==> src/rtl/ucl_pkg.sv <==
// Shared types, sizes and codes for the usable channel list builder.
package ucl_pkg;

    localparam int MAX_CHANNELS = 256;
    localparam int MAX_RANGES   = 8;
    localparam int MASK_BYTES   = (MAX_CHANNELS + 7) / 8;

    localparam int CH_W    = $clog2(MAX_CHANNELS);
    localparam int COUNT_W = $clog2(MAX_CHANNELS + 1);
    localparam int RIDX_W  = (MAX_RANGES > 1) ? $clog2(MAX_RANGES) : 1;
    localparam int MIDX_W  = (MASK_BYTES > 1) ? $clog2(MASK_BYTES) : 1;
    localparam int RP_W    = 4;

    localparam int OP_W          = 3;
    localparam int FIELD_W       = 8;
    localparam int COUNT_FIELD_W = 9;
    localparam int MODE_W        = 2;
    localparam int RCOUNT_W      = 4;
    localparam int CFG_W         = 9;
    localparam int CFG_IDX_W     = 2;

    localparam logic [CFG_IDX_W-1:0] CFG_CHANNEL_COUNT  = 2'd0;
    localparam logic [CFG_IDX_W-1:0] CFG_EXCLUSION_MODE = 2'd1;
    localparam logic [CFG_IDX_W-1:0] CFG_RANGE_COUNT    = 2'd2;

    localparam logic [MODE_W-1:0] MODE_RANGES = 2'd1;
    localparam logic [MODE_W-1:0] MODE_MASK   = 2'd2;

    typedef enum logic [OP_W-1:0] {
        OP_LOAD_RANGE = 3'd0,
        OP_LOAD_MASK  = 3'd1,
        OP_CLEAR      = 3'd2,
        OP_BUILD      = 3'd3,
        OP_READ       = 3'd4
    } ucl_op_t;

    typedef struct packed {
        logic accept;
        logic rd_done;
    } ucl_cmd_t;

    typedef struct packed {
        logic is_read;
    } ucl_stat_t;

endpackage

==> src/rtl/ucl_list_ram.sv <==
// Generic single-write, single-read RAM with a registered read port.
module ucl_list_ram #(
    parameter int WIDTH  = 8,
    parameter int DEPTH  = 256,
    parameter int ADDR_W = (DEPTH > 1) ? $clog2(DEPTH) : 1
) (
    input  logic              clk,
    input  logic              we,
    input  logic [ADDR_W-1:0] waddr,
    input  logic [WIDTH-1:0]  wdata,
    input  logic [ADDR_W-1:0] raddr,
    output logic [WIDTH-1:0]  rdata
);

    logic [WIDTH-1:0] mem [DEPTH];

    always_ff @(posedge clk)
    begin
        if (we)
        begin
            mem[waddr] <= wdata;
        end
        rdata <= mem[raddr];
    end

endmodule

==> src/rtl/ucl_ctrl.sv <==
// Controller: input and output handshake and the list read sequence.
module ucl_ctrl (
    input  logic             clk,
    input  logic             rst_n,
    input  logic             in_valid,
    output logic             in_stall,
    output logic             out_valid,
    input  logic             out_stall,
    input  ucl_pkg::ucl_stat_t stat,
    output ucl_pkg::ucl_cmd_t  cmd
);
    import ucl_pkg::*;

    typedef enum logic {
        ST_IDLE,
        ST_READ
    } state_t;

    state_t state_reg, state_next;
    logic   out_valid_reg, out_valid_next;
    logic   can_take;
    logic   accept;

    // A new transaction may enter when the controller is idle and the result register is empty or drains now.
    assign can_take = (state_reg == ST_IDLE) && !(out_valid_reg && out_stall);
    assign in_stall = !can_take;
    assign accept   = in_valid && can_take;

    assign cmd.accept  = accept;
    assign cmd.rd_done = (state_reg == ST_READ);
    assign out_valid   = out_valid_reg;

    always_comb
    begin
        state_next     = state_reg;
        out_valid_next = out_valid_reg;
        if (out_valid_reg && !out_stall)
        begin
            out_valid_next = 1'b0;
        end
        case (state_reg)
            ST_IDLE:
            begin
                if (accept)
                begin
                    if (stat.is_read)
                    begin
                        state_next = ST_READ;
                    end
                    else
                    begin
                        out_valid_next = 1'b1;
                    end
                end
            end
            ST_READ:
            begin
                state_next     = ST_IDLE;
                out_valid_next = 1'b1;
            end
            default:
            begin
                state_next = ST_IDLE;
            end
        endcase
    end

    always_ff @(posedge clk or negedge rst_n)
    begin
        if (!rst_n)
        begin
            state_reg     <= ST_IDLE;
            out_valid_reg <= 1'b0;
        end
        else
        begin
            state_reg     <= state_next;
            out_valid_reg <= out_valid_next;
        end
    end

endmodule

==> src/rtl/ucl_datapath.sv <==
// Datapath: configuration, exclusion tables, build state, list store and result register.
module ucl_datapath (
    input  logic                                 clk,
    input  logic                                 rst_n,
    input  logic                                 cfg_we,
    input  logic [ucl_pkg::CFG_IDX_W-1:0]        cfg_index,
    input  logic [ucl_pkg::CFG_W-1:0]            cfg_data,
    input  logic [ucl_pkg::OP_W-1:0]             operation,
    input  logic [ucl_pkg::FIELD_W-1:0]          slot,
    input  logic [ucl_pkg::FIELD_W-1:0]          range_start,
    input  logic [ucl_pkg::FIELD_W-1:0]          range_end,
    input  logic [ucl_pkg::FIELD_W-1:0]          mask_bits,
    input  ucl_pkg::ucl_cmd_t                    cmd,
    output ucl_pkg::ucl_stat_t                   stat,
    output logic [ucl_pkg::FIELD_W-1:0]          channel,
    output logic                                 kept,
    output logic [ucl_pkg::FIELD_W-1:0]          position,
    output logic                                 done_res,
    output logic [ucl_pkg::COUNT_FIELD_W-1:0]    usable_count,
    output logic                                 entry_valid
);
    import ucl_pkg::*;

    ucl_op_t op;

    logic [CFG_W-1:0]    chan_count_reg;
    logic [MODE_W-1:0]   mode_reg;
    logic [RCOUNT_W-1:0] range_count_reg;

    logic [FIELD_W-1:0] starts_reg [MAX_RANGES];
    logic [FIELD_W-1:0] ends_reg   [MAX_RANGES];
    logic [FIELD_W-1:0] mask_reg   [MASK_BYTES];

    logic [COUNT_W-1:0] nc_reg, nc_next;
    logic [RP_W-1:0]    rp_reg, rp_next;
    logic               skip_reg, skip_next;
    logic [COUNT_W-1:0] ll_reg, ll_next;
    logic               rd_valid_reg;

    logic [FIELD_W-1:0]       chan_reg, chan_c;
    logic                     kept_reg, kept_c;
    logic [FIELD_W-1:0]       pos_reg, pos_c;
    logic                     done_reg, done_c;
    logic [COUNT_FIELD_W-1:0] count_reg;
    logic                     valid_reg;

    logic [CH_W-1:0]   ch;
    logic              active;
    logic              excluded;
    logic              rp_in_table;
    logic              rp_in_use;
    logic [FIELD_W-1:0] cur_start, cur_end;
    logic              ram_we;
    logic [CH_W-1:0]   ram_q;
    logic              rd_ok;

    assign op           = ucl_op_t'(operation);
    assign stat.is_read = (op == OP_READ);

    assign ch          = nc_reg[CH_W-1:0];
    assign active      = (nc_reg < chan_count_reg) && (32'(nc_reg) < MAX_CHANNELS);
    assign rp_in_table = (32'(rp_reg) < MAX_RANGES);
    assign rp_in_use   = rp_in_table && (rp_reg < range_count_reg);
    assign cur_start   = starts_reg[rp_reg[RIDX_W-1:0]];
    assign cur_end     = ends_reg[rp_reg[RIDX_W-1:0]];
    assign rd_ok       = (COUNT_W'(slot) < ll_reg) && (32'(slot) < MAX_CHANNELS);

    always_comb
    begin
        nc_next   = nc_reg;
        rp_next   = rp_reg;
        skip_next = skip_reg;
        ll_next   = ll_reg;
        excluded  = 1'b0;
        ram_we    = 1'b0;
        chan_c    = '0;
        kept_c    = 1'b0;
        pos_c     = '0;
        if (cmd.accept)
        begin
            case (op)
                OP_CLEAR:
                begin
                    nc_next   = '0;
                    rp_next   = '0;
                    skip_next = 1'b0;
                    ll_next   = '0;
                end
                OP_BUILD:
                begin
                    if (active)
                    begin
                        if (mode_reg == MODE_RANGES)
                        begin
                            if (skip_reg)
                            begin
                                excluded = 1'b1;
                                if (rp_in_table && (FIELD_W'(ch) == cur_end))
                                begin
                                    skip_next = 1'b0;
                                    rp_next   = rp_reg + 1'b1;
                                end
                            end
                            else if (rp_in_use && (FIELD_W'(ch) == cur_start))
                            begin
                                excluded = 1'b1;
                                if (FIELD_W'(ch) == cur_end)
                                begin
                                    rp_next = rp_reg + 1'b1;
                                end
                                else
                                begin
                                    skip_next = 1'b1;
                                end
                            end
                        end
                        else if (mode_reg == MODE_MASK)
                        begin
                            excluded = mask_reg[MIDX_W'(ch >> 3)][ch[2:0]];
                        end
                        chan_c = FIELD_W'(ch);
                        if (!excluded && (32'(ll_reg) < MAX_CHANNELS))
                        begin
                            ram_we  = 1'b1;
                            kept_c  = 1'b1;
                            pos_c   = FIELD_W'(ll_reg);
                            ll_next = ll_reg + 1'b1;
                        end
                        nc_next = nc_reg + 1'b1;
                    end
                end
                default:
                begin
                end
            endcase
        end
        done_c = !((nc_next < chan_count_reg) && (32'(nc_next) < MAX_CHANNELS));
    end

    ucl_list_ram #(
        .WIDTH (CH_W),
        .DEPTH (MAX_CHANNELS)
    ) u_list_ram (
        .clk   (clk),
        .we    (ram_we),
        .waddr (ll_reg[CH_W-1:0]),
        .wdata (ch),
        .raddr (CH_W'(slot)),
        .rdata (ram_q)
    );

    always_ff @(posedge clk or negedge rst_n)
    begin
        if (!rst_n)
        begin
            chan_count_reg  <= '0;
            mode_reg        <= '0;
            range_count_reg <= '0;
            nc_reg          <= '0;
            rp_reg          <= '0;
            skip_reg        <= 1'b0;
            ll_reg          <= '0;
            for (int i = 0; i < MAX_RANGES; i++)
            begin
                starts_reg[i] <= '0;
                ends_reg[i]   <= '0;
            end
            for (int i = 0; i < MASK_BYTES; i++)
            begin
                mask_reg[i] <= '0;
            end
        end
        else
        begin
            if (cfg_we)
            begin
                case (cfg_index)
                    CFG_CHANNEL_COUNT:  chan_count_reg  <= cfg_data;
                    CFG_EXCLUSION_MODE: mode_reg        <= cfg_data[MODE_W-1:0];
                    CFG_RANGE_COUNT:    range_count_reg <= cfg_data[RCOUNT_W-1:0];
                    default:
                    begin
                    end
                endcase
            end
            if (cmd.accept && (op == OP_LOAD_RANGE) && (32'(slot) < MAX_RANGES))
            begin
                starts_reg[RIDX_W'(slot)] <= range_start;
                ends_reg[RIDX_W'(slot)]   <= range_end;
            end
            if (cmd.accept && (op == OP_LOAD_MASK) && (32'(slot) < MASK_BYTES))
            begin
                mask_reg[MIDX_W'(slot)] <= mask_bits;
            end
            nc_reg   <= nc_next;
            rp_reg   <= rp_next;
            skip_reg <= skip_next;
            ll_reg   <= ll_next;
        end
    end

    // Result register; a list read is loaded in the cycle after its acceptance, from the RAM output.
    always_ff @(posedge clk)
    begin
        if (cmd.accept)
        begin
            rd_valid_reg <= rd_ok;
        end
        if (cmd.accept && !stat.is_read)
        begin
            chan_reg  <= chan_c;
            kept_reg  <= kept_c;
            pos_reg   <= pos_c;
            done_reg  <= done_c;
            count_reg <= COUNT_FIELD_W'(ll_next);
            valid_reg <= 1'b0;
        end
        else if (cmd.rd_done)
        begin
            chan_reg  <= rd_valid_reg ? FIELD_W'(ram_q) : '0;
            kept_reg  <= 1'b0;
            pos_reg   <= '0;
            done_reg  <= done_c;
            count_reg <= COUNT_FIELD_W'(ll_reg);
            valid_reg <= rd_valid_reg;
        end
    end

    assign channel      = chan_reg;
    assign kept         = kept_reg;
    assign position     = pos_reg;
    assign done_res     = done_reg;
    assign usable_count = count_reg;
    assign entry_valid  = valid_reg;

endmodule

==> src/rtl/usable_channel_list_builder_core.sv <==
// Timing: a load, clear or build transaction is written to the result register on acceptance;
// a list read is written only after the registered RAM read port has delivered the entry.
// Throughput: one transaction per cycle while the result is not stalled, except a read, which
// holds the input while the list RAM is accessed.
// Reset: asynchronous, active low; clears configuration, exclusion tables and build state.
// The list RAM has no reset and needs no clearing pass.
module usable_channel_list_builder_core (
    input  logic                              clk,
    input  logic                              rst_n,
    input  logic                              cfg_we,
    input  logic [ucl_pkg::CFG_IDX_W-1:0]     cfg_index,
    input  logic [ucl_pkg::CFG_W-1:0]         cfg_data,
    input  logic                              in_valid,
    output logic                              in_stall,
    input  logic [ucl_pkg::OP_W-1:0]          operation,
    input  logic [ucl_pkg::FIELD_W-1:0]       slot,
    input  logic [ucl_pkg::FIELD_W-1:0]       range_start,
    input  logic [ucl_pkg::FIELD_W-1:0]       range_end,
    input  logic [ucl_pkg::FIELD_W-1:0]       mask_bits,
    output logic                              out_valid,
    input  logic                              out_stall,
    output logic [ucl_pkg::FIELD_W-1:0]       channel,
    output logic                              kept,
    output logic [ucl_pkg::FIELD_W-1:0]       position,
    output logic                              done_res,
    output logic [ucl_pkg::COUNT_FIELD_W-1:0] usable_count,
    output logic                              entry_valid
);
    import ucl_pkg::*;

    ucl_cmd_t  cmd;
    ucl_stat_t stat;

    ucl_ctrl u_ctrl (
        .clk       (clk),
        .rst_n     (rst_n),
        .in_valid  (in_valid),
        .in_stall  (in_stall),
        .out_valid (out_valid),
        .out_stall (out_stall),
        .stat      (stat),
        .cmd       (cmd)
    );

    ucl_datapath u_datapath (
        .clk          (clk),
        .rst_n        (rst_n),
        .cfg_we       (cfg_we),
        .cfg_index    (cfg_index),
        .cfg_data     (cfg_data),
        .operation    (operation),
        .slot         (slot),
        .range_start  (range_start),
        .range_end    (range_end),
        .mask_bits    (mask_bits),
        .cmd          (cmd),
        .stat         (stat),
        .channel      (channel),
        .kept         (kept),
        .position     (position),
        .done_res     (done_res),
        .usable_count (usable_count),
        .entry_valid  (entry_valid)
    );

endmodule

==> config.mk <==
export PLATFORM = sky130hd
export DESIGN_NAME = usable_channel_list_builder_core
export DESIGN_NICKNAME = d
export VERILOG_FILES = /design/src/rtl/ucl_pkg.sv /design/src/rtl/ucl_list_ram.sv /design/src/rtl/ucl_ctrl.sv /design/src/rtl/ucl_datapath.sv /design/src/rtl/usable_channel_list_builder_core.sv
export SDC_FILE = /design/constraint.sdc
export NUM_CORES = 2
export LEC_CHECK = 0
export ABC_CLOCK_PERIOD_IN_PS = 10400
export BUFFER_PORTS_ARGS = -buffer_cell sky130_fd_sc_hd__buf_4
export CAP_MARGIN = 5
export CORE_MARGIN = 4
export CORE_UTILIZATION = 60
export DETAILED_ROUTE_END_ITERATION = 8
export GPL_TIMING_DRIVEN = 0
export HOLD_SLACK_MARGIN = 0.1
export PLACE_DENSITY = 0.76
export SYNTH_ARGS = -nofsm -noshare
export SYNTH_HDL_FRONTEND = slang
export SYNTH_SLANG_ARGS = --single-unit
==> constraint.sdc <==
create_clock -name clk -period 10.4 [get_ports clk]
set_input_delay 3.12 -clock clk [delete_from_list [all_inputs] [get_ports clk]]
set_output_delay 3.12 -clock clk [all_outputs]
set_load 0.05 [all_outputs]
==> metrics.yaml <==
status: "complete, but fails checks"
violations: "design-rule violations, max-capacitance violations, max-slew violations"
ios: 81
place.gp.congestion: 1.05
ys_warn_count: 0
slowest_stage: "nor2_1"
cp.arrival_ns: 9.00
rows: 150
vdd_drop_max_mv: 0.213
synthTopCellsByCount: "edfxtp_1 (2076), mux4_2 (648), mux2_2 (444)"
utilization: 0.679
worst-r2r-cell-count: 12
synth_edf_count: 2076
path_common_cell: "buf_2"
ctsResizeCount: 0
dp_hpwl_um: 210000
finalHoldViolations: 0
final_cells: 7868
switchingPower_w: 0.00510
power.total_w: 0.0217
post_drt_wl_per_cell_um: 41.2
largest_register_ffs: 2048
slew-limit-headroom: -0.0169
ctsLongestPathBuffers: 3
p_int_w: 0.0166
ys_types: 71
reg2reg_slack_ns: 2.54
fillers: 10400
cp_top_family: "buffers and inverters"
clock_skew_ns: 0.0805
rsz0062_at_grt: "no"
fin_crit_ns: 8.28
nets: 5533
worstPathRequired_ns: 11.13
core-area_um2: 167000
maxCapViolations: 3
finalWorstSetupSlack_ns: 2.12
cts.reportedPaths.clkPinSlew_ns: 0.06
async_flop_share: 0.169
worst_path_largest_cell_delay_ns: 1.01
synth_nets: 5166
pwr-share-comb: 0.075
start_util: 0.604
start_kind: "primary input"
hp-class: "flop to flop"
dieHeight_um: 419
final_area_um2: 114000
p_sw_frac: 0.235
die-width_um: 419
synth_most_common_cell: "edfxtp_1"
drc: 4
min_to: "u_datapath.starts_reg[22]"
cts_max_level: 4
synth_flop_cell: "edfxtp_1"
syn2layout_area_growth_pct: 12.4
tightest_slew_ns: 1.53
p_leak_nw: 39.2
drtIter0Drc: 10800
cp_num_cells: 11
avgViaCountPerCell: 7.32
gr-total-overflow: 0
pwr_density_cell_nw_per_um2: 191
layout-drive-gt1-share: 0.312
cts_sinks: 2509
whs_path_depth: 1
synth_area_um2: 101000
drtPass1Iterations: 9
drt-total-wl_um: 324000
portBuffers: 79
antenna_found_initial: 8
finalCritPeriodShare: 0.796
cp-end-kind: "flop"
grt_use_total: 0.373
placed_cells: 7408
ant_nets: 0
synth_top_area_frac: 0.617
tritoncts: "yes"
syn_inst: 5082
path_cells: "buf_4 -> buf_2 -> buf_2 -> buf_2 -> buf_2 -> clkbuf_2 -> buf_2 -> nand3_1 -> nor2_1 -> buf_2 -> mux2_2"
cp.buffers_inverters: 8
yosys.area.top_type: "edfxtp_1"
die-area_um2: 175000
register_area_um2: 73200
dr_total_vias: 57600
r2r_end: "u_datapath.u_list_ram.mem[189][6]"
grt_max_degree: 113
dpl_cell_area_um2: 106000
dpl_worst_slack_ns: 1.26
cts_hold_buf: 0
fmax_mhz: 121
clock-root-buffer: "clkbuf_16"
grt_pass1_vias: 55700
postCtsSetupBuffers: 0
timing.rr.start: "u_datapath.nc_reg[4]"
multi_input_area_um2: 26500
synth.area.top_cells: "edfxtp_1 (62%), mux4_2 (14%), dfrtp_1 (10%)"
crit_fanout: 10
grt_first_pass_wirelength_um: 444000
seq_power_share: 0.514
avgSynthCellArea_um2: 19.9
hp-start: "u_datapath.starts_reg[22]"
critPathKind: "primary input to flop"
ys_seq_area_frac: 0.723
power_frac_clock: 0.410
slew_violations: 32
numCtsBuffers: 236
setup_viol: 0
clock_latency_ns: 0.92
ys_seq_elements: 2509
-- power groups by stage --
| stage | logic, W | registers (W) | clock network [W] |
|---|---|---|---|
| detailed placement | 0.00155 | 0.0114 | 0 |
| CTS | 0.00155 | 0.0111 | 0.00888 |
| global placement | 0.00126 | 0.0116 | 0 |
| floorplan | 0.000646 | 0.0115 | 0 |
| global route | 0.00165 | 0.0111 | 0.00932 |
| finish | 0.00164 | 0.0111 | 0.00890 |
-- placed cells by master (no fill, tap or decap), drive strengths merged, types with 27 or more instances in the layout --
cell,netlist,routed
mux2,444,444
a221oi,31,31
nor3,28,28
clkinv,0,94
edfxtp,2076,2076
clkbuf,146,450
buf,147,275
nor2,343,343
ha,33,33
inv,29,33
nand2,189,189
bufinv,0,31
mux4,648,648
o21ai,73,73
mux2i,122,122
a21oi,43,43
a22oi,27,27
dfrtp,424,424
-- worst max-delay path by stage --
| stage | startpoint | to | slack (ns) |
|---|---|---|---|
| global route | slot[1] | u_datapath.ends_reg[6] | 2.37 |
| finish | slot[1] | u_datapath.starts_reg[37] | 2.12 |
| detailed placement | slot[1] | u_datapath.ends_reg[3] | 1.26 |
| CTS | slot[1] | u_datapath.ends_reg[1] | 2.07 |
| floorplan | u_datapath.nc_reg[4] | u_datapath.u_list_ram.mem[175][0] | 3.15 |
| global placement | u_datapath.nc_reg[4] | u_datapath.u_list_ram.mem[175][4] | -3.06 |
-- metrics by stage --
step | setup TNS (ns) | hold slack, ns
after CTS | 0 | 0.504
after global placement | -4787.80 | 0.483
final | 0 | 0.502
after detailed placement | 0 | 0.490
after floorplan | 0 | 0.475
after global routing | 0 | 0.516
-- worst reg2reg max path: stages, from the launching register on --
cell	delay, ns
dfrtp_4	0.94
buf_2	0.41
buf_1	0.80
buf_1	1.00
mux4_2	0.45
a22oi_1	0.26
nand3_1	0.26
a32oi_1	0.41
nand3_1	0.31
nor4b_4	0.83
nand2_4	0.51
buf_6	0.35
nor2_1	0.93
-- cell families (layout without fill, tap and decap cells) --
logic type,Yosys count,after routing,share of synthesized area
XOR/XNOR,15,15,0.00130
AO/OA/AOI/OAI,309,309,0.0215
other,0,10,0
flip-flops,2509,2509,0.723
multiplexers,1214,1214,0.206
adder cells (fa/ha/maj),33,33,0.00408
buffers and inverters,322,894,0.0149
AND/OR/NAND/NOR,680,680,0.0291
-- area by class of cell --
cell class | count | area share
Multi-Input combinational cell | 2251 | 0.233
Antenna cell | 10 | 0.000220
Buffer | 293 | 0.0128
Inverter | 29 | 0.000958
Sequential cell | 2509 | 0.644
Timing Repair Buffer | 129 | 0.0148
Clock buffer | 303 | 0.0555
Tap cell | 2204 | 0.0243
Clock inverter | 140 | 0.0142
-- metal layers --
layer	up-vias	track usage	part of all wire
li1	21400	-	-
met1	29600	0.487	0.33
met2	5395	0.538	0.44
met3	1127	0.145	0.15
met4	10	0.222	0.076
met5	-	0.00333	0.0011
(Power assumes the default switching activity.)
